**src/hdl/bpc_pkg.sv**
```systemverilog
// ----------------------------------------------------------------------------
// bpc_pkg
// Shared types and constants of the barometric pressure compensation block.
// ----------------------------------------------------------------------------
package bpc_pkg;

  // Field widths
  localparam int unsigned RAW_T_W  = 16;
  localparam int unsigned RAW_P_W  = 19;
  localparam int unsigned TEMP_W   = 16;
  localparam int unsigned PRES_W   = 18;
  localparam int unsigned CFG_IDX_W = 3;
  localparam int unsigned CFG_DAT_W = 32;

  // Divider shapes: temperature |mc*2048| / |x1+md|, pressure b7 / b4
  localparam int unsigned TDIV_NW = 27;
  localparam int unsigned TDIV_DW = 20;
  localparam int unsigned PDIV_NW = 32;
  localparam int unsigned PDIV_DW = 17;

  // Register indexes
  localparam logic [CFG_IDX_W-1:0] REG_AC1_AC2 = 3'd0;
  localparam logic [CFG_IDX_W-1:0] REG_AC3_AC4 = 3'd1;
  localparam logic [CFG_IDX_W-1:0] REG_AC5_AC6 = 3'd2;
  localparam logic [CFG_IDX_W-1:0] REG_B1_B2   = 3'd3;
  localparam logic [CFG_IDX_W-1:0] REG_MC_MD   = 3'd4;
  localparam logic [CFG_IDX_W-1:0] REG_OSS     = 3'd5;

  // Compensation constants
  localparam logic signed [27:0] B6_OFFSET = 28'sd4000;
  localparam logic signed [27:0] T_ROUND   = 28'sd8;
  localparam logic [31:0]        B4_BIAS   = 32'd32768;
  localparam logic [15:0]        B7_SCALE  = 16'd50000;
  localparam logic [11:0]        P_C1      = 12'd3038;
  localparam logic [12:0]        P_C2      = 13'd7357;
  localparam logic signed [47:0] P_C3      = 48'sd3791;
  localparam logic signed [15:0] TEMP_MAX  = 16'sh7FFF;
  localparam logic signed [15:0] TEMP_MIN  = -16'sh8000;
  localparam logic [PRES_W-1:0]  PRES_MAX  = 18'h3FFFF;

  // Calibration set as decoded from the packed registers
  typedef struct packed {
    logic signed [15:0] ac1;
    logic signed [15:0] ac2;
    logic signed [15:0] ac3;
    logic        [15:0] ac4;
    logic        [15:0] ac5;
    logic        [15:0] ac6;
    logic signed [15:0] b1;
    logic signed [15:0] b2;
    logic signed [15:0] mc;
    logic signed [15:0] md;
    logic        [1:0]  oss;
  } cal_t;

  // Sideband carried through the pressure divider
  typedef struct packed {
    logic signed [TEMP_W-1:0] temp;
    logic                     err;
    logic                     big;
  } pside_t;

endpackage

```
**src/hdl/bpc_back.sv**
```systemverilog
// ----------------------------------------------------------------------------
// bpc_back
// Pressure polynomial correction, saturation and the result register.
// ----------------------------------------------------------------------------
module bpc_back
  import bpc_pkg::*;
(
  input  logic                     clk_i,
  input  logic                     rst_ni,
  input  logic                     en_i,
  input  logic                     valid_i,
  input  logic [PDIV_NW-1:0]       quo_i,
  input  pside_t                   side_i,
  output logic                     valid_o,
  output logic signed [TEMP_W-1:0] temp_o,
  output logic [PRES_W-1:0]        pres_o,
  output logic                     status_o
);

  logic               vj_q, vk_q, vl_q, vm_q;
  logic [32:0]        pj_q, pk_q, pl_q;
  logic signed [TEMP_W-1:0] tj_q, tk_q, tl_q;
  logic               ej_q, ek_q, el_q;
  logic [49:0]        sq2_q;
  logic [45:0]        m7_q;
  logic [45:0]        x1c_q;
  logic signed [30:0] x2c_q;
  logic [61:0]        prod;
  logic signed [46:0] nm;
  logic signed [47:0] csum, pf;
  logic signed [43:0] corr;
  logic [PRES_W-1:0]  p_sat;
  logic signed [TEMP_W-1:0] to_q;
  logic [PRES_W-1:0]  po_q;
  logic               so_q;

  always_ff @(posedge clk_i or negedge rst_ni) begin
    if (!rst_ni) begin
      vj_q <= 1'b0;
      vk_q <= 1'b0;
      vl_q <= 1'b0;
      vm_q <= 1'b0;
    end else if (en_i) begin
      vj_q <= valid_i;
      vk_q <= vj_q;
      vl_q <= vk_q;
      vm_q <= vl_q;
    end
  end

  // Correction terms and saturation
  always_comb begin
    prod = sq2_q * P_C1;
    nm   = -$signed({1'b0, m7_q});
    csum = $signed({2'b00, x1c_q}) + x2c_q + P_C3;
    corr = csum[47:4];
    pf   = $signed({15'd0, pl_q}) + corr;
    if (pf < 48'sd0) begin
      p_sat = '0;
    end else if (pf > $signed({30'd0, PRES_MAX})) begin
      p_sat = PRES_MAX;
    end else begin
      p_sat = pf[PRES_W-1:0];
    end
  end

  always_ff @(posedge clk_i) begin
    if (en_i) begin
      pj_q  <= side_i.big ? {quo_i, 1'b0} : {1'b0, quo_i};
      tj_q  <= side_i.temp;
      ej_q  <= side_i.err;

      sq2_q <= pj_q[32:8] * pj_q[32:8];
      m7_q  <= pj_q * P_C2;
      pk_q  <= pj_q;
      tk_q  <= tj_q;
      ek_q  <= ej_q;

      x1c_q <= prod[61:16];
      x2c_q <= nm[46:16];
      pl_q  <= pk_q;
      tl_q  <= tk_q;
      el_q  <= ek_q;

      to_q  <= el_q ? '0 : tl_q;
      po_q  <= el_q ? '0 : p_sat;
      so_q  <= el_q;
    end
  end

  assign valid_o  = vm_q;
  assign temp_o   = to_q;
  assign pres_o   = po_q;
  assign status_o = so_q;

endmodule

```
**config.mk**
```make
export PLATFORM = sky130hd
export DESIGN_NAME = bpc_back
export DESIGN_NICKNAME = d
export VERILOG_FILES = /design/src/hdl/bpc_pkg.sv /design/src/hdl/bpc_back.sv
export SDC_FILE = /design/constraint.sdc
export NUM_CORES = 2
export LEC_CHECK = 0
export BUFFER_PORTS_ARGS = -buffer_cell sky130_fd_sc_hd__buf_4
export CAP_MARGIN = 20
export CORE_UTILIZATION = 40
export DETAILED_ROUTE_END_ITERATION = 12
export PLACE_DENSITY = 0.63
export SLEW_MARGIN = 20
export SYNTH_ARGS = -nofsm -noshare
export SYNTH_HDL_FRONTEND = slang
export SYNTH_SLANG_ARGS = --single-unit
```
**constraint.sdc**
```tcl
create_clock -name clk_i -period 8.8 [get_ports clk_i]
set_input_delay 0.88 -clock clk_i [delete_from_list [all_inputs] [get_ports clk_i]]
set_output_delay 0.88 -clock clk_i [all_outputs]
set_load 0.005 [all_outputs]
```
==> flow_summary.ini <==
[run_status]
status = finished, final reports clean

[routing]
route.met3.wl_mm = 6.31
viasPerCell = 5.02
drc_errors = 0
top_layer_used = met5
wl_met2_mm = 62.4
first_pass_iters = 7
wl_met1_mm = 59.7
wirelength_mm = 132
wl_per_cell_um = 18.5
drtAntennaViolNets = 0
first_iter_violations = 2042
vias = 35700

[logic_synthesis]
synth-seq-cells = 358
syn_area_um2 = 54700
synth_area_leader_cell = fa_1
yosysSeqAreaShare_pct = 19.6
synth-main-ff-cell = edfxtp_1
yosysUniqueCellTypes = 82
yosysWarnings = 0
synth_cells = 5188
netlist_top_cells_area = fa_1, edfxtp_1, ha_1
async_reset_ff_share_pct = 1.12
synth-edff-count = 354
netlist.area_leader.share_pct = 36.7
syn_avg_cell_area_um2 = 10.6
synth_commonest_cells = inv_1, fa_1, ha_1
synth.most_common_cell = inv_1

[global_route]
grt_usage_pct = 19.8
grt_first_pass_wirelength_mm = 212
grt_start_max_net_pins = 143
overflow = 0
grt_pass1_vias = 38700
antenna_found_initial = 5

[die]
rows = 135
ioPinCount = 90
die_area_um2 = 138000
dieWidth_um = 372
die_h_um = 372
start_util_pct = 40.4
core_area_um2 = 136000

[sta]
rsz0062_at_grt = no
setup_violations = 0
max_slew_margin_pct = 30.5
fin_skew_ns = 0.0431
period_share_pct = 93.8
drv_slew = 0
max_freq_mhz = 121
hold_violations = 0
period_needed_ns = 8.26
worstMarginPinSlew_ns = 1.04
fin_setup_tns_ns = 0

[worst_setup_path]
crit_path_max_incr_delay_ns = 0.80
start_kind = register
path_class = reg -> reg
crit_path_frequent_cell = fa_1
critPathMaxFanout = 12
critPathRequiredTime_ns = 9.14
slowest_stage = edfxtp_1
arrival_ns = 8.59
cp-end-kind = register

[cells_and_area]
syn2layout_area_growth_pct = 8.13
final_core_util_pct = 43.6
final_nets = 7017
drive_gt1_share_pct = 5.43

[flow_run]
cap_viol_max_count = 0

[placed_design]
place.port_buffers = 89
hpwl_mm = 110
place_congestion = 0.930

[clock_network]
cts-buffers-inserted = 42
cts_setup_buffers = 0
clkSlewWorstSetupHoldPaths_ns = 0.09
clkLatencyLatePin_ns = 0.61
h-tree-depth = 2
cts_sinks = 358
cts_tree = built
cts_root_buf = clkbuf_16
cts.path.max_buffers = 3

[worst_hold_path]
worstHoldPathType = in -> async
==> area by class of cell <==
| cell class | instances | area, µm² |
|---|---|---|
| Multi-Input combinational cell | 3369 | 38500 |
| Tap cell | 1781 | 2230 |
| Clock buffer | 47 | 1070 |
| Timing Repair Buffer | 150 | 1150 |
| Clock inverter | 29 | 302 |
| Inverter | 1384 | 5190 |
| Antenna cell | 2 | 5.00 |
| Sequential cell | 358 | 10700 |
| Fill cell | 12900 | 76400 |
==> flip-flops by register name (all words and copies together), names as in the netlist, 18 cells and up <==
| signal | flops |
|---|---|
| sq2_q | 48 |
| pres_o | 18 |
| x1c_q | 46 |
| pl_q | 33 |
| pk_q | 33 |
| m7_q | 44 |
| pj_q | 33 |
| x2c_q | 31 |
==> path summary, 6_finish.rpt <==
check / cells past startpoint / start / slack [ns] / endpoint
worst max-delay path: 28 / pj_q[11] / 0.54 / sq2_q[48]
worst min-delay path: 1 / rst_ni / 0.05 / vl_q
worst max register to register: 28 / pj_q[11] / 0.54 / sq2_q[48]
worst min register to register: 0 / tj_q[7] / 0.41 / tk_q[7]
max in group asynchronous: 1 / rst_ni / 8.64 / valid_o
min in group clk_i: 0 / tj_q[7] / 0.41 / tk_q[7]
==> layout by cell type (no fill, tap or decap), types with 12 or more instances in the layout <==
master        n
nor3_1       46
a21oi_1     191
inv_1      1376
or2_2        12
nor4_1       18
ha_1        655
nor2b_1      44
xor2_1       65
xnor2_1     154
nand2b_1     40
o211ai_1     15
buf_4       148
a31oi_1      33
fa_1       1003
a21o_1       96
clkbuf_16    42
and2_1       19
o21ai_0      96
a211oi_1     17
mux2_2       36
and3_1       22
nand3_1      43
o21bai_1     26
o21a_1       32
nand4_1      48
nand2_1     255
edfxtp_1    354
nor2_1      261
==> critical path, delay by kind of cell (launching register included) <==
family	cells	cell delay, ns
adders and majority gates	8	3.55
DFF	1	0.80
buffers and inverters	7	0.87
and+or+nand+nor	5	1.00
AOI/OAI and AO/OA	7	1.65
xor gates and xnor gates	1	0.11
==> routing by layer <==
metal	vias up	GRT usage [%]
met5	-	0
met4	2	4.90
met3	187	2.23
met2	889	33.6
met1	18100	26.9
li1	16600	-
==> timing repair <==
action	4_1_cts	5_1_grt
hold buffers	0	0
resized for setup	0	1
endpoints found under the setup margin	0	2
==> kinds of logic after synthesis <==
kind of cell    after synthesis  synth area share (%)
other cells                   2                0.0137
xor+xnor                    219                  3.50
buf+inv                    1462                  10.1
compound gates              604                  7.11
flops                       358                  19.6
simple gates                848                  7.30
mux                          37                 0.759
fa+ha+maj                  1658                  51.7
==> metrics by stage <==
step / area (µm²) / hold slack, ns / setup slack, ns / instances
2_1_floorplan: 54700 / 0.400 / 1.11 / 5189
4_1_cts: 59200 / 0.00413 / 0.506 / 7118
3_3_place_gp: 57800 / 0.403 / 0.682 / 7042
3_5_place_dp: 57800 / 0.405 / 0.564 / 7042
5_1_grt: 59200 / 0.0225 / 0.106 / 7118
6_report: 59200 / 0.0542 / 0.544 / 7120
Power is not shown: default switching activity piles up to over one toggle a cycle in this logic, so the estimate is an artifact.
