`config.mk`:
```
export PLATFORM = sky130hd
export DESIGN_NAME = bpc_regs_flat
export DESIGN_NICKNAME = d
export VERILOG_FILES = /design/src/hdl/bpc_pkg.sv /design/src/hdl/bpc_if.sv /design/src/hdl/bpc_regs.sv /design/src/flat_wrapper.sv
export SDC_FILE = /design/constraint.sdc
export NUM_CORES = 1
export LEC_CHECK = 0
export ABC_CLOCK_PERIOD_IN_PS = 1770
export BUFFER_PORTS_ARGS = -buffer_cell sky130_fd_sc_hd__buf_2
export CAP_MARGIN = 30
export CORE_MARGIN = 4
export CORE_UTILIZATION = 55
export DETAILED_ROUTE_END_ITERATION = 12
export PLACE_DENSITY_LB_ADDON = 0.2
export SETUP_SLACK_MARGIN = 0.15
export SKIP_CTS_REPAIR_TIMING = 1
export SLEW_MARGIN = 20
export SYNTH_ARGS = -nofsm -noshare
export SYNTH_HDL_FRONTEND = slang
export SYNTH_SLANG_ARGS = --single-unit
```
`constraint.sdc`:
```
create_clock -name clk_i -period 1.77 [get_ports clk_i]
set_input_delay 0.531 -clock clk_i [delete_from_list [all_inputs] [get_ports clk_i]]
set_output_delay 0.531 -clock clk_i [all_outputs]
set_load 0.1 [all_outputs]
```
`src/hdl/bpc_pkg.sv`:
```
// ----------------------------------------------------------------------------
// bpc_pkg
// Shared types and constants of the barometric pressure compensation block.
// ----------------------------------------------------------------------------
package bpc_pkg;

  // Field widths
  localparam int unsigned RAW_T_W  = 16;
  localparam int unsigned RAW_P_W  = 19;
  localparam int unsigned TEMP_W   = 16;
  localparam int unsigned PRES_W   = 18;
  localparam int unsigned CFG_IDX_W = 3;
  localparam int unsigned CFG_DAT_W = 32;

  // Divider shapes: temperature |mc*2048| / |x1+md|, pressure b7 / b4
  localparam int unsigned TDIV_NW = 27;
  localparam int unsigned TDIV_DW = 20;
  localparam int unsigned PDIV_NW = 32;
  localparam int unsigned PDIV_DW = 17;

  // Register indexes
  localparam logic [CFG_IDX_W-1:0] REG_AC1_AC2 = 3'd0;
  localparam logic [CFG_IDX_W-1:0] REG_AC3_AC4 = 3'd1;
  localparam logic [CFG_IDX_W-1:0] REG_AC5_AC6 = 3'd2;
  localparam logic [CFG_IDX_W-1:0] REG_B1_B2   = 3'd3;
  localparam logic [CFG_IDX_W-1:0] REG_MC_MD   = 3'd4;
  localparam logic [CFG_IDX_W-1:0] REG_OSS     = 3'd5;

  // Compensation constants
  localparam logic signed [27:0] B6_OFFSET = 28'sd4000;
  localparam logic signed [27:0] T_ROUND   = 28'sd8;
  localparam logic [31:0]        B4_BIAS   = 32'd32768;
  localparam logic [15:0]        B7_SCALE  = 16'd50000;
  localparam logic [11:0]        P_C1      = 12'd3038;
  localparam logic [12:0]        P_C2      = 13'd7357;
  localparam logic signed [47:0] P_C3      = 48'sd3791;
  localparam logic signed [15:0] TEMP_MAX  = 16'sh7FFF;
  localparam logic signed [15:0] TEMP_MIN  = -16'sh8000;
  localparam logic [PRES_W-1:0]  PRES_MAX  = 18'h3FFFF;

  // Calibration set as decoded from the packed registers
  typedef struct packed {
    logic signed [15:0] ac1;
    logic signed [15:0] ac2;
    logic signed [15:0] ac3;
    logic        [15:0] ac4;
    logic        [15:0] ac5;
    logic        [15:0] ac6;
    logic signed [15:0] b1;
    logic signed [15:0] b2;
    logic signed [15:0] mc;
    logic signed [15:0] md;
    logic        [1:0]  oss;
  } cal_t;

  // Sideband carried through the pressure divider
  typedef struct packed {
    logic signed [TEMP_W-1:0] temp;
    logic                     err;
    logic                     big;
  } pside_t;

endpackage

```
`src/hdl/bpc_if.sv`:
```


interface bpc_cfg_if;
  import bpc_pkg::*;
  logic                 valid;
  logic                 ready;
  logic [CFG_IDX_W-1:0] index;
  logic [CFG_DAT_W-1:0] data;

  modport source (output valid, index, data, input ready);
  modport sink   (input valid, index, data, output ready);
endinterface

```
`src/hdl/bpc_regs.sv`:
```
// ----------------------------------------------------------------------------
// bpc_regs
// Calibration and oversampling registers, decoded into the calibration set.
// ----------------------------------------------------------------------------
module bpc_regs
  import bpc_pkg::*;
(
  input  logic      clk_i,
  input  logic      rst_ni,
  bpc_cfg_if.sink   cfg_i,
  output cal_t      cal_o
);

  logic [CFG_DAT_W-1:0] ac12_q, ac34_q, ac56_q, b12_q, mcmd_q;
  logic [1:0]           oss_q;

  assign cfg_i.ready = 1'b1;

  // Register write; unknown indexes fall through
  always_ff @(posedge clk_i or negedge rst_ni) begin
    if (!rst_ni) begin
      ac12_q <= '0;
      ac34_q <= '0;
      ac56_q <= '0;
      b12_q  <= '0;
      mcmd_q <= '0;
      oss_q  <= '0;
    end else if (cfg_i.valid) begin
      case (cfg_i.index)
        REG_AC1_AC2: ac12_q <= cfg_i.data;
        REG_AC3_AC4: ac34_q <= cfg_i.data;
        REG_AC5_AC6: ac56_q <= cfg_i.data;
        REG_B1_B2:   b12_q  <= cfg_i.data;
        REG_MC_MD:   mcmd_q <= cfg_i.data;
        REG_OSS:     oss_q  <= cfg_i.data[1:0];
        default: ;
      endcase
    end
  end

  // Field decode
  always_comb begin
    cal_o.ac1 = $signed(ac12_q[31:16]);
    cal_o.ac2 = $signed(ac12_q[15:0]);
    cal_o.ac3 = $signed(ac34_q[31:16]);
    cal_o.ac4 = ac34_q[15:0];
    cal_o.ac5 = ac56_q[31:16];
    cal_o.ac6 = ac56_q[15:0];
    cal_o.b1  = $signed(b12_q[31:16]);
    cal_o.b2  = $signed(b12_q[15:0]);
    cal_o.mc  = $signed(mcmd_q[31:16]);
    cal_o.md  = $signed(mcmd_q[15:0]);
    cal_o.oss = oss_q;
  end

endmodule

```
`src/flat_wrapper.sv`:
```
// flat-port wrapper written by rule: the top's interface ports become plain ports
module bpc_regs_flat import bpc_pkg::*;
  (clk_i, rst_ni, cal_o, cfg_i_valid, cfg_i_index, cfg_i_data, cfg_i_ready);
  bpc_cfg_if cfg_i_i ();
  input  logic clk_i;
  input  logic rst_ni;
  output cal_t cal_o;
  input wire logic [$bits(cfg_i_i.valid)-1:0] cfg_i_valid;
  input wire logic [$bits(cfg_i_i.index)-1:0] cfg_i_index;
  input wire logic [$bits(cfg_i_i.data)-1:0] cfg_i_data;
  output wire logic [$bits(cfg_i_i.ready)-1:0] cfg_i_ready;
  assign cfg_i_i.valid = cfg_i_valid;
  assign cfg_i_i.index = cfg_i_index;
  assign cfg_i_i.data = cfg_i_data;
  assign cfg_i_ready = cfg_i_i.ready;
  bpc_regs u_core (.clk_i(clk_i), .rst_ni(rst_ni), .cfg_i(cfg_i_i), .cal_o(cal_o));
endmodule
```
==> impl_metrics.py <==
metrics = {
    "floorplan": {
        "die_x_um": 116,
        "initial_utilization_pct": 56.0,
        "die_y_um": 116,
        "die-area_mm2": 0.0134,
        "io_pins": 201,
        "core_mm2": 0.0114,
        "num_rows": 39,
    },
    "clock_network": {
        "cts_max_level": 4,
        "cts_sinks": 162,
        "clk_latency_ns": 0.41,
        "root_buffer": "clkbuf_16",
        "clk_path_buf_depth": 2,
        "cts.clk_slew.worst_paths_ns": 0.06,
        "cts_tree": "done",
        "numCtsBuffers": 17,
    },
    "route": {
        "dr.pass1.iters": 4,
        "drtAntennaViolNets": 0,
        "drtIter0Drc": 127,
        "wl_per_cell_um": 21.8,
        "drc": 0,
        "via_per_inst": 5.30,
        "via_count": 3795,
        "totalWireLength_um": 15600,
    },
    "worst_setup_path": {
        "worst-path-max-fanout": 2,
        "reg2reg_depth": 1,
        "crit_cells": 1,
        "crit_path_start": "u_core.b12_q[19]$_DFFE_PN0P_",
        "cp_cell_sequence": "buf_4",
        "critical-path-top-delay-family": "flip-flops",
        "max_stage_delay_ns": 0.37,
        "crit_buf_inv": 1,
        "worst_setup_path_start_kind": "register",
        "critPathCaptureType": "output pin",
        "worstReg2RegStart": "u_core.ac34_q[5]$_DFFE_PN0P_",
        "r2r-end": "u_core.ac34_q[5]$_DFFE_PN0P_",
        "cp_slowest_cell": "dfrtp_1",
        "rrSetupSlack_ns": 0.92,
        "crit_type": "register to output pin",
        "cp.arrival_ns": 1.10,
        "worst_ep_required_time_ns": 1.24,
    },
    "synthesis": {
        "synthesis.nets": 388,
        "synth.cell_area_mm2": 0.00637,
        "yosysSeqAreaShare_pct": 63.7,
        "synth_cell_types": 12,
        "synth_cells": 350,
        "ys_ff_latch": 162,
        "avgSynthCellArea_um2": 18.2,
        "ys.warnings.count": 0,
    },
    "flow_run": {
        "cap_violations": 0,
    },
    "power_and_ir_drop": {
        "pwr-share-seq_pct": 28.5,
        "vdd_ir_drop_max_mv": 1.44,
        "p_comb_share_pct": 51.3,
        "swShare_pct": 49.6,
        "p_per_area_mw_per_mm2": 2000,
        "p_int_w": 0.00913,
        "finalPower_w": 0.0181,
        "power_leakage_nw": 4.29,
        "netSwitchingPower_w": 0.00899,
        "clockPowerShare_pct": 20.2,
    },
    "global_route": {
        "grt.busiest_layer": "met2",
        "met3_usage_pct": 7.73,
        "gr-usage-met2_pct": 37.5,
        "met1_usage_pct": 28.2,
        "grt_usage_pct": 22.7,
        "grt_max_degree": 47,
        "grt.overflow.total": 0,
        "grt_pass1_wl_um": 22800,
        "antenna_found_initial": 0,
        "grt_pass1_vias": 4124,
    },
    "finish": {
        "drive_gt1_share_pct": 70.3,
        "multi_input_area_mm2": 0.00214,
        "finish.utilization_pct": 79.9,
        "nets": 601,
        "syn_to_final_growth_pct": 42.6,
        "num-fill-cells": 615,
        "diodes": 0,
        "regArea_mm2": 0.00405,
    },
    "timing": {
        "rsz0062_at_grt": "true",
        "final_hold_viol_count": 0,
        "fin_skew_ns": 0,
        "setup_viol": 0,
        "finalCriticalPeriod_ns": 1.63,
        "drv_slew": 0,
        "fmax_mhz": 615,
        "finalCritPeriodShare_pct": 91.9,
    },
    "worst_hold_path": {
        "min_path_type": "input pin to async pin",
    },
    "status": {
        "outcome": "finished clean",
    },
    "placed_design": {
        "dp_hpwl_um": 10000,
        "io_buffers": 199,
        "globalplace.congestion": 0.762,
    },
}
power groups by stage:
| stage | logic [W] | clock network, W | registers [W] |
|---|---|---|---|
| 6_report | 0.00929 | 0.00366 | 0.00516 |
| 5_1_grt | 0.00950 | 0.00388 | 0.00525 |
| 4_1_cts | 0.00839 | 0.00372 | 0.00498 |
| 3_5_place_dp | 0.00838 | 0 | 0.00502 |
| 3_3_place_gp | 0.00830 | 0 | 0.00498 |
| 2_1_floorplan | 0.000989 | 0 | 0.0110 |
area by class of cell:
| class | instances | area share (%) |
|---|---|---|
| sequential | 162 | 44.7 |
| multi-input combinational | 169 | 23.6 |
| timing repair buffer | 213 | 23.3 |
| clock buffer | 23 | 5.26 |
| tap | 143 | 1.97 |
| clock inverter | 6 | 1.16 |
worst max-delay path by stage:
stage | to | slack (ns)
6_report | cal_o[53] | 0.14
5_1_grt | cal_o[130] | 0.12
4_1_cts | cal_o[103] | -0.009
3_5_place_dp | u_core.ac12_q[21]$_DFFE_PN0P_ | -0.03
3_3_place_gp | u_core.mcmd_q[31]$_DFFE_PN0P_ | 0.008
2_1_floorplan | u_core.ac12_q[10]$_DFFE_PN0P_ | 0.19
Yosys cell counts, drive strengths merged:
library cell  instances  area [µm²]
conb                  1        3.75
nand4b                2        17.5
nor4b                 1        23.8
and4bb                2        25.0
buf                  19         185
mux2                162        2050
dfrtp               162        4050
nor4bb                1        10.0
cell usage in the layout (no fill, tap or decap):
cell type	instances
nand4b_1	2
bufinv_16	3
mux2_4	60
nor4bb_4	1
clkinv_2	3
buf_2	36
and4bb_2	2
conb_1	1
mux2_1	2
clkbuf_16	17
dfrtp_1	162
buf_6	129
buf_12	10
clkbuf_1	3
clkbuf_8	3
nor4b_4	1
buf_4	38
mux2_2	100
per-stage QoR:
stage	setup WS [ns]	hold WS [ns]	area, µm²	setup TNS, ns	cells
floorplan	0.190	0.235	6370	0	350
global placement	0.00818	0.468	7610	0	687
detailed placement	-0.0281	0.481	7610	-0.816	687
CTS	-0.00853	0.0457	8190	-0.0246	716
global route	0.119	0.0604	9080	0	716
finish	0.143	0.0341	9080	0	716
per-layer routing:
metal | vias up | part of all wire (%) | wire length, µm
li1 | 1655 | - | -
met1 | 1976 | 38 | 5940
met2 | 140 | 53 | 8220
met3 | 24 | 7.6 | 1190
met4 | 0 | 1.9 | 299
met5 | - | 0 | 0
cell families after synthesis:
logic type | share of synthesized area [%]
flip-flops | 63.7
multiplexers | 32.2
buffers and inverters | 2.91
AND/OR/NAND/NOR | 1.20
other | 0.0589
state kept, by name (all words and copies together) (netlist names):
register / flops
u_core.ac12_q: 32
u_core.ac34_q: 32
u_core.ac56_q: 32
u_core.b12_q: 32
u_core.mcmd_q: 32
u_core.oss_q: 2
Note: power is estimated with default switching activity, not from simulation.
