===== config.mk =====
export PLATFORM = sky130hd
export DESIGN_NAME = bpc_div
export DESIGN_NICKNAME = d
export VERILOG_FILES = /design/src/hdl/bpc_pkg.sv /design/src/hdl/bpc_div.sv
export SDC_FILE = /design/constraint.sdc
export NUM_CORES = 2
export LEC_CHECK = 0
export BUFFER_PORTS_ARGS = -buffer_cell sky130_fd_sc_hd__buf_2
export CAP_MARGIN = 15
export CORE_MARGIN = 2
export CORE_UTILIZATION = 40
export DETAILED_ROUTE_END_ITERATION = 6
export MAX_ROUTING_LAYER = met4
export PLACE_DENSITY = 0.52
export SYNTH_ARGS = -nofsm -noshare
export SYNTH_HDL_FRONTEND = slang
export SYNTH_SLANG_ARGS = --single-unit

===== constraint.sdc =====
create_clock -name clk_i -period 4.3 [get_ports clk_i]
set_clock_uncertainty 0.2 [all_clocks]
set_input_delay 0.43 -clock clk_i [delete_from_list [all_inputs] [get_ports clk_i]]
set_output_delay 0.43 -clock clk_i [all_outputs]
set_load 0.02 [all_outputs]

===== src/hdl/bpc_pkg.sv =====
// ----------------------------------------------------------------------------
// bpc_pkg
// Shared types and constants of the barometric pressure compensation block.
// ----------------------------------------------------------------------------
package bpc_pkg;

  // Field widths
  localparam int unsigned RAW_T_W  = 16;
  localparam int unsigned RAW_P_W  = 19;
  localparam int unsigned TEMP_W   = 16;
  localparam int unsigned PRES_W   = 18;
  localparam int unsigned CFG_IDX_W = 3;
  localparam int unsigned CFG_DAT_W = 32;

  // Divider shapes: temperature |mc*2048| / |x1+md|, pressure b7 / b4
  localparam int unsigned TDIV_NW = 27;
  localparam int unsigned TDIV_DW = 20;
  localparam int unsigned PDIV_NW = 32;
  localparam int unsigned PDIV_DW = 17;

  // Register indexes
  localparam logic [CFG_IDX_W-1:0] REG_AC1_AC2 = 3'd0;
  localparam logic [CFG_IDX_W-1:0] REG_AC3_AC4 = 3'd1;
  localparam logic [CFG_IDX_W-1:0] REG_AC5_AC6 = 3'd2;
  localparam logic [CFG_IDX_W-1:0] REG_B1_B2   = 3'd3;
  localparam logic [CFG_IDX_W-1:0] REG_MC_MD   = 3'd4;
  localparam logic [CFG_IDX_W-1:0] REG_OSS     = 3'd5;

  // Compensation constants
  localparam logic signed [27:0] B6_OFFSET = 28'sd4000;
  localparam logic signed [27:0] T_ROUND   = 28'sd8;
  localparam logic [31:0]        B4_BIAS   = 32'd32768;
  localparam logic [15:0]        B7_SCALE  = 16'd50000;
  localparam logic [11:0]        P_C1      = 12'd3038;
  localparam logic [12:0]        P_C2      = 13'd7357;
  localparam logic signed [47:0] P_C3      = 48'sd3791;
  localparam logic signed [15:0] TEMP_MAX  = 16'sh7FFF;
  localparam logic signed [15:0] TEMP_MIN  = -16'sh8000;
  localparam logic [PRES_W-1:0]  PRES_MAX  = 18'h3FFFF;

  // Calibration set as decoded from the packed registers
  typedef struct packed {
    logic signed [15:0] ac1;
    logic signed [15:0] ac2;
    logic signed [15:0] ac3;
    logic        [15:0] ac4;
    logic        [15:0] ac5;
    logic        [15:0] ac6;
    logic signed [15:0] b1;
    logic signed [15:0] b2;
    logic signed [15:0] mc;
    logic signed [15:0] md;
    logic        [1:0]  oss;
  } cal_t;

  // Sideband carried through the pressure divider
  typedef struct packed {
    logic signed [TEMP_W-1:0] temp;
    logic                     err;
    logic                     big;
  } pside_t;

endpackage


===== src/hdl/bpc_div.sv =====
// ----------------------------------------------------------------------------
// bpc_div
// Pipelined restoring unsigned divider, one quotient bit per stage.
// ----------------------------------------------------------------------------
module bpc_div
  import bpc_pkg::*;
#(
  parameter int unsigned NW = 32,
  parameter int unsigned DW = 17,
  parameter int unsigned SW = 18
) (
  input  logic          clk_i,
  input  logic          rst_ni,
  input  logic          en_i,
  input  logic          valid_i,
  input  logic [NW-1:0] num_i,
  input  logic [DW-1:0] den_i,
  input  logic [SW-1:0] side_i,
  output logic          valid_o,
  output logic [NW-1:0] quo_o,
  output logic [SW-1:0] side_o
);

  // word holds the unconsumed dividend bits on top, quotient bits below
  logic [NW-1:0] word_q [NW];
  logic [DW-1:0] rem_q  [NW];
  logic [DW-1:0] den_q  [NW];
  logic [SW-1:0] side_q [NW];
  logic [NW-1:0] vld_q;

  logic [NW-1:0] word_in [NW];
  logic [DW-1:0] rem_in  [NW];
  logic [DW-1:0] den_in  [NW];
  logic [SW-1:0] side_in [NW];
  logic [NW-1:0] vld_in;

  for (genvar i = 0; i < NW; i++) begin : g_stage
    logic [DW:0]   trial;
    logic [DW:0]   diff;
    logic          ge;
    logic [DW-1:0] rem_d;
    logic [NW-1:0] word_d;

    if (i == 0) begin : g_head
      assign word_in[i] = num_i;
      assign rem_in[i]  = '0;
      assign den_in[i]  = den_i;
      assign side_in[i] = side_i;
      assign vld_in[i]  = valid_i;
    end else begin : g_body
      assign word_in[i] = word_q[i-1];
      assign rem_in[i]  = rem_q[i-1];
      assign den_in[i]  = den_q[i-1];
      assign side_in[i] = side_q[i-1];
      assign vld_in[i]  = vld_q[i-1];
    end

    // Shift in one dividend bit, trial subtract
    always_comb begin
      trial  = {rem_in[i], word_in[i][NW-1]};
      diff   = trial - {1'b0, den_in[i]};
      ge     = (trial >= {1'b0, den_in[i]});
      rem_d  = ge ? diff[DW-1:0] : trial[DW-1:0];
      word_d = {word_in[i][NW-2:0], ge};
    end

    always_ff @(posedge clk_i or negedge rst_ni) begin
      if (!rst_ni) begin
        vld_q[i] <= 1'b0;
      end else if (en_i) begin
        vld_q[i] <= vld_in[i];
      end
    end

    always_ff @(posedge clk_i) begin
      if (en_i) begin
        word_q[i] <= word_d;
        rem_q[i]  <= rem_d;
        den_q[i]  <= den_in[i];
        side_q[i] <= side_in[i];
      end
    end
  end

  assign valid_o = vld_q[NW-1];
  assign quo_o   = word_q[NW-1];
  assign side_o  = side_q[NW-1];

endmodule


==> summary.md <==
| Metric | Value |
|---|---|
| Layer carrying the most global-route usage | met2 |
| Power dissipated by switching net loads | 0.0263 W |
| GRT Util Overall | roughly 14% |
| Met1 capacity usage during global routing | around a fifth |
| Root Buffer Master | sky130_fd_sc_hd__clkbuf_16 |
| Final-report setup violation count | 0 |
| Setup TNS after final layout | 0 ns |
| Primary FF master, synth | sky130_fd_sc_hd__edfxtp_1 |
| Final Power | 0.0889 W |
| Setup repair after global routing missed its margin | false |
| Final hold vios | 0 |
| Global Route met2 Usage | 20.5% |
| Final wirelength | around 200 mm |
| Core area | approximately 280,000 sq um |
| Placed Instance Area | between 100,000 and 150,000 sq um |
| Synth async-reset ratio | under 10% |
| Antenna violations before repair | 3 |
| Worst hold margin | 0.0794 ns |
| Pint | roughly 0.063 W |
| Gate power share | 29.9% |
| Syn_nets | slightly below 8,000 |
| Buffers from clock root to sink, at most | 4 |
| R2R cell count | 13 |
| Number of max-cap violations | 0 |
| Hold path startpoint | num_i[5] |
| Average wire per cell in the routed design | approximately 17 microns |
| Die extent in y | 533 microns |
| Port Buffer Count | roughly 120 |
| Number of global-route vias before repair | about 57,000 |
| Clk_lat worst skew | about 0.9 ns |
| Cell leakage power | ~50 nW |
| I/O pin count | between 100 and 150 |
| Type of the worst setup path | reg -> reg |
| # fillers | ~24,000 |
| Layout cell share with drive strength beyond 1 | between 10 and 15% |
| Synthesized area per cell | 15.8 sq um |
| Commonest non-fill, non-tap cells in the layout | 2,654 x sky130_fd_sc_hd__edfxtp_1, 659 x sky130_fd_sc_hd__inv_1, 529 x sky130_fd_sc_hd__ha_1 |
| DR vias/cell | roughly 4.9 |
| Worst-case vdd ir drop | 0.000307 V |
| First-pass iteration count of the detailed router | 7 |
| Global-route wire length before repair | between 300 and 400 mm |
| Most common library cell in the layout ignoring fill and taps | sky130_fd_sc_hd__edfxtp_1 |
| Synthesis-stage register bit count | 2,686 |
| Number of clock sinks | around 2,700 |
| Number of cells traversed by the worst hold path | 2 |
| Htree depth | 5 |
| Met3 track utilization from global routing | around 2.4% |
| Yosys synthesis warning count | 0 |
| Worst Path Max Fanout | 18 |
| Maximum achievable frequency | about 0.26 GHz |
| Num rows | between 150 and 200 |
| Post-CTS clock slew at the launch and capture registers of the worst setup and hold paths | around 0.06 ns |
| Post CTS Setup Buffer Count | 0 |
| Sequential group share of total power | ~42% |
| Overall via count from detail_route | 57,104 |
| Worst Setup Start Kind | flop |
| Routability Congestion | around 0.85 |
| Synthesized instance count | slightly above 7,000 |
| Switching power as a share of total power | a little under 30% |
| Max stage delay on crit path | between 0.4 and 0.5 ns |
| Detailed placer's ending HPWL | approximately 130 mm |
| Library cell with the largest summed area after synthesis | sky130_fd_sc_hd__edfxtp_1 |
| Yosys top cell area share | between 70% and 80% |
| CP cell instances | inv_1 -> ha_1 -> inv_1 -> fa_1 -> a21o_1 -> a21o_1 -> a211oi_1 -> o21bai_1 -> a21oi_1 -> a211oi_1 -> o32ai_2 -> buf_4 -> mux2_2 |
| Data arrival time of the critical path | between 4 and 5 ns |
| Pin count of the biggest net entering global routing | 145 |
| Failing checks | DRC |
| End point of the most critical hold path | word_q[0][6]$_DFFE_PP_ |
| Post-synthesis instance area | between 100,000 and 150,000 sq um |
| Startpoint of the lowest-slack register-to-register path | word_q[0][159]$_DFFE_PP_ |
| Number of enable-type register cells in the synthesized netlist | around 2,700 |
| Relative max-transition margin | about a quarter |
| Number of clock buffers inserted by TritonCTS | between 300 and 400 |
| Detailed router's first-iteration violation count | between 4,000 and 5,000 |
| Number of distinct library cells after synthesis | 80 |
| Data required, critical path | between 4 and 5 ns |
| GRT overflow | 0 |
| Slew @ Worst Pin | between 1 and 1.5 ns |
| Worst reg2reg endpoint | rem_q[0][86]$_DFFE_PP_ |
| Number of DRC violations after detailed routing | 2 |
| Nets@finish | ~8,300 |
| Areal power density over the cells | roughly 700 nW/um^2 |
| Syn-to-layout area delta | 15.3% |
| Final cycle utilization of the critical path | about 90% |
| Cell with the largest stage delay on the worst path | sky130_fd_sc_hd__a211oi_1 |
| Classification of the worst-slack hold path | in -> reg |
| Die outline area | between 200,000 and 300,000 sq um |
| Antenna-violating nets left | 0 |
| Share of total power in the clock network | roughly 28% |
| Reg2reg setup slack | 0.47 ns |
| Pins Over Slew Limit | 0 |
| Top area cells in the synthesized netlist | sky130_fd_sc_hd__edfxtp_1 71%, sky130_fd_sc_hd__ha_1 5.9%, sky130_fd_sc_hd__mux2_2 3.7% |
| Die X | 533 microns |
| Type of destination of the critical path | flop |
| Status | complete, but fails checks |
| Initial standard-cell utilization of the core | 40.2% |
| Shortest period the worst path allows | 3.83 ns |
| Finished Cell Area | roughly 130,000 sq um |
| TritonCTS clock tree | built |
| Share of the yosys chip area belonging to registers | between 70% and 80% |
==> state kept, by name (all words and copies together), names as in the netlist <==
register / flops
den_q: 527
rem_q: 527
side_q: 576
valid_o: 1
vld_in: 31
word_q: 1024
==> layer usage <==
metal  vias to the layer above  wire (microns)
met5                         -               0
met4                         0            4680
met1                     27744           95300
met3                       351            8930
li1                      28049               -
met2                       960           86000
==> power by group through the flow <==
stage	clock network [W]	registers, W	logic [W]
detailed placement	0	0.0376	0.0262
CTS	0.0264	0.0371	0.0266
global placement	0	0.0376	0.0257
floorplan	0	0.0364	0.0206
finish	0.0254	0.0369	0.0266
global route	0.0274	0.0374	0.0297
==> cells by family (layout without fill, tap and decap cells) <==
| kind of cell | Yosys count | after routing | share of synthesized area (%) |
|---|---|---|---|
| other | 0 | 5 | 0 |
| adder cells (fa/ha/maj) | 559 | 559 | 6.44 |
| flip-flops | 2686 | 2686 | 71.8 |
| buffers and inverters | 739 | 1552 | 2.53 |
| multiplexers | 421 | 421 | 4.27 |
| AND/OR/NAND/NOR | 1038 | 1038 | 4.56 |
| AO/OA/AOI/OAI | 1245 | 1245 | 7.22 |
| XOR/XNOR | 405 | 405 | 3.16 |
==> timing repair <==
item / 4_1_cts / 5_1_grt
endpoints found under the hold margin: 143 / 0
hold buffers: 119 / 0
resized for setup: 0 / 0
==> how the worst max path moves through the flow <==
stage,startpoint,endpoint,cells after the start
final,word_q[0][159]$_DFFE_PP_,rem_q[0][86]$_DFFE_PP_,13
after global routing,word_q[0][223]$_DFFE_PP_,rem_q[0][131]$_DFFE_PP_,13
after floorplan,word_q[0][351]$_DFFE_PP_,rem_q[0][195]$_DFFE_PP_,13
after global placement,den_q[0][238]$_DFFE_PP_,rem_q[0][259]$_DFFE_PP_,11
after CTS,den_q[0][238]$_DFFE_PP_,rem_q[0][260]$_DFFE_PP_,11
after detailed placement,den_q[0][238]$_DFFE_PP_,rem_q[0][260]$_DFFE_PP_,11
==> critical path, delay by kind of cell, from the launching register on <==
kind | cells | cell delay, ns
buffers and inverters | 3 | 0.44
DFF | 1 | 0.36
adders and majority gates | 2 | 0.55
muxes | 1 | 0.37
AOI/OAI and AO/OA | 7 | 1.66
==> stage by stage <==
stage	worst slack [ns]	utilization, %	std cells
finish	0.465	46.3	11635
global route	0.213	46.3	11635
CTS	0.452	46.3	11628
detailed placement	0.443	42.3	10974
global placement	0.404	42.3	10974
floorplan	0.820	-	7093
==> layout make-up <==
cell class	instances	area, sq um	area share, %
timing repair buffer	356	2990	2.31
antenna	5	12.5	0.00968
multi-input combinational	3668	28800	22.3
clock inverter	166	1860	1.44
clock buffer	369	7920	6.13
sequential	2686	80500	62.3
inverter	661	2480	1.92
tap	3724	4660	3.61
==> cell usage after synthesis, drive strengths merged, types with 54 or more instances <==
library cell	instances
edfxtp	2654
inv	659
ha	529
mux2	390
a21oi	343
xnor2	274
o21ai	263
nor2	254
nand2	237
a21o	184
xor2	131
nor3	114
nand3	79
o21bai	72
nand4	59
nand2b	57
a211oi	54
(Power assumes the default switching activity.)
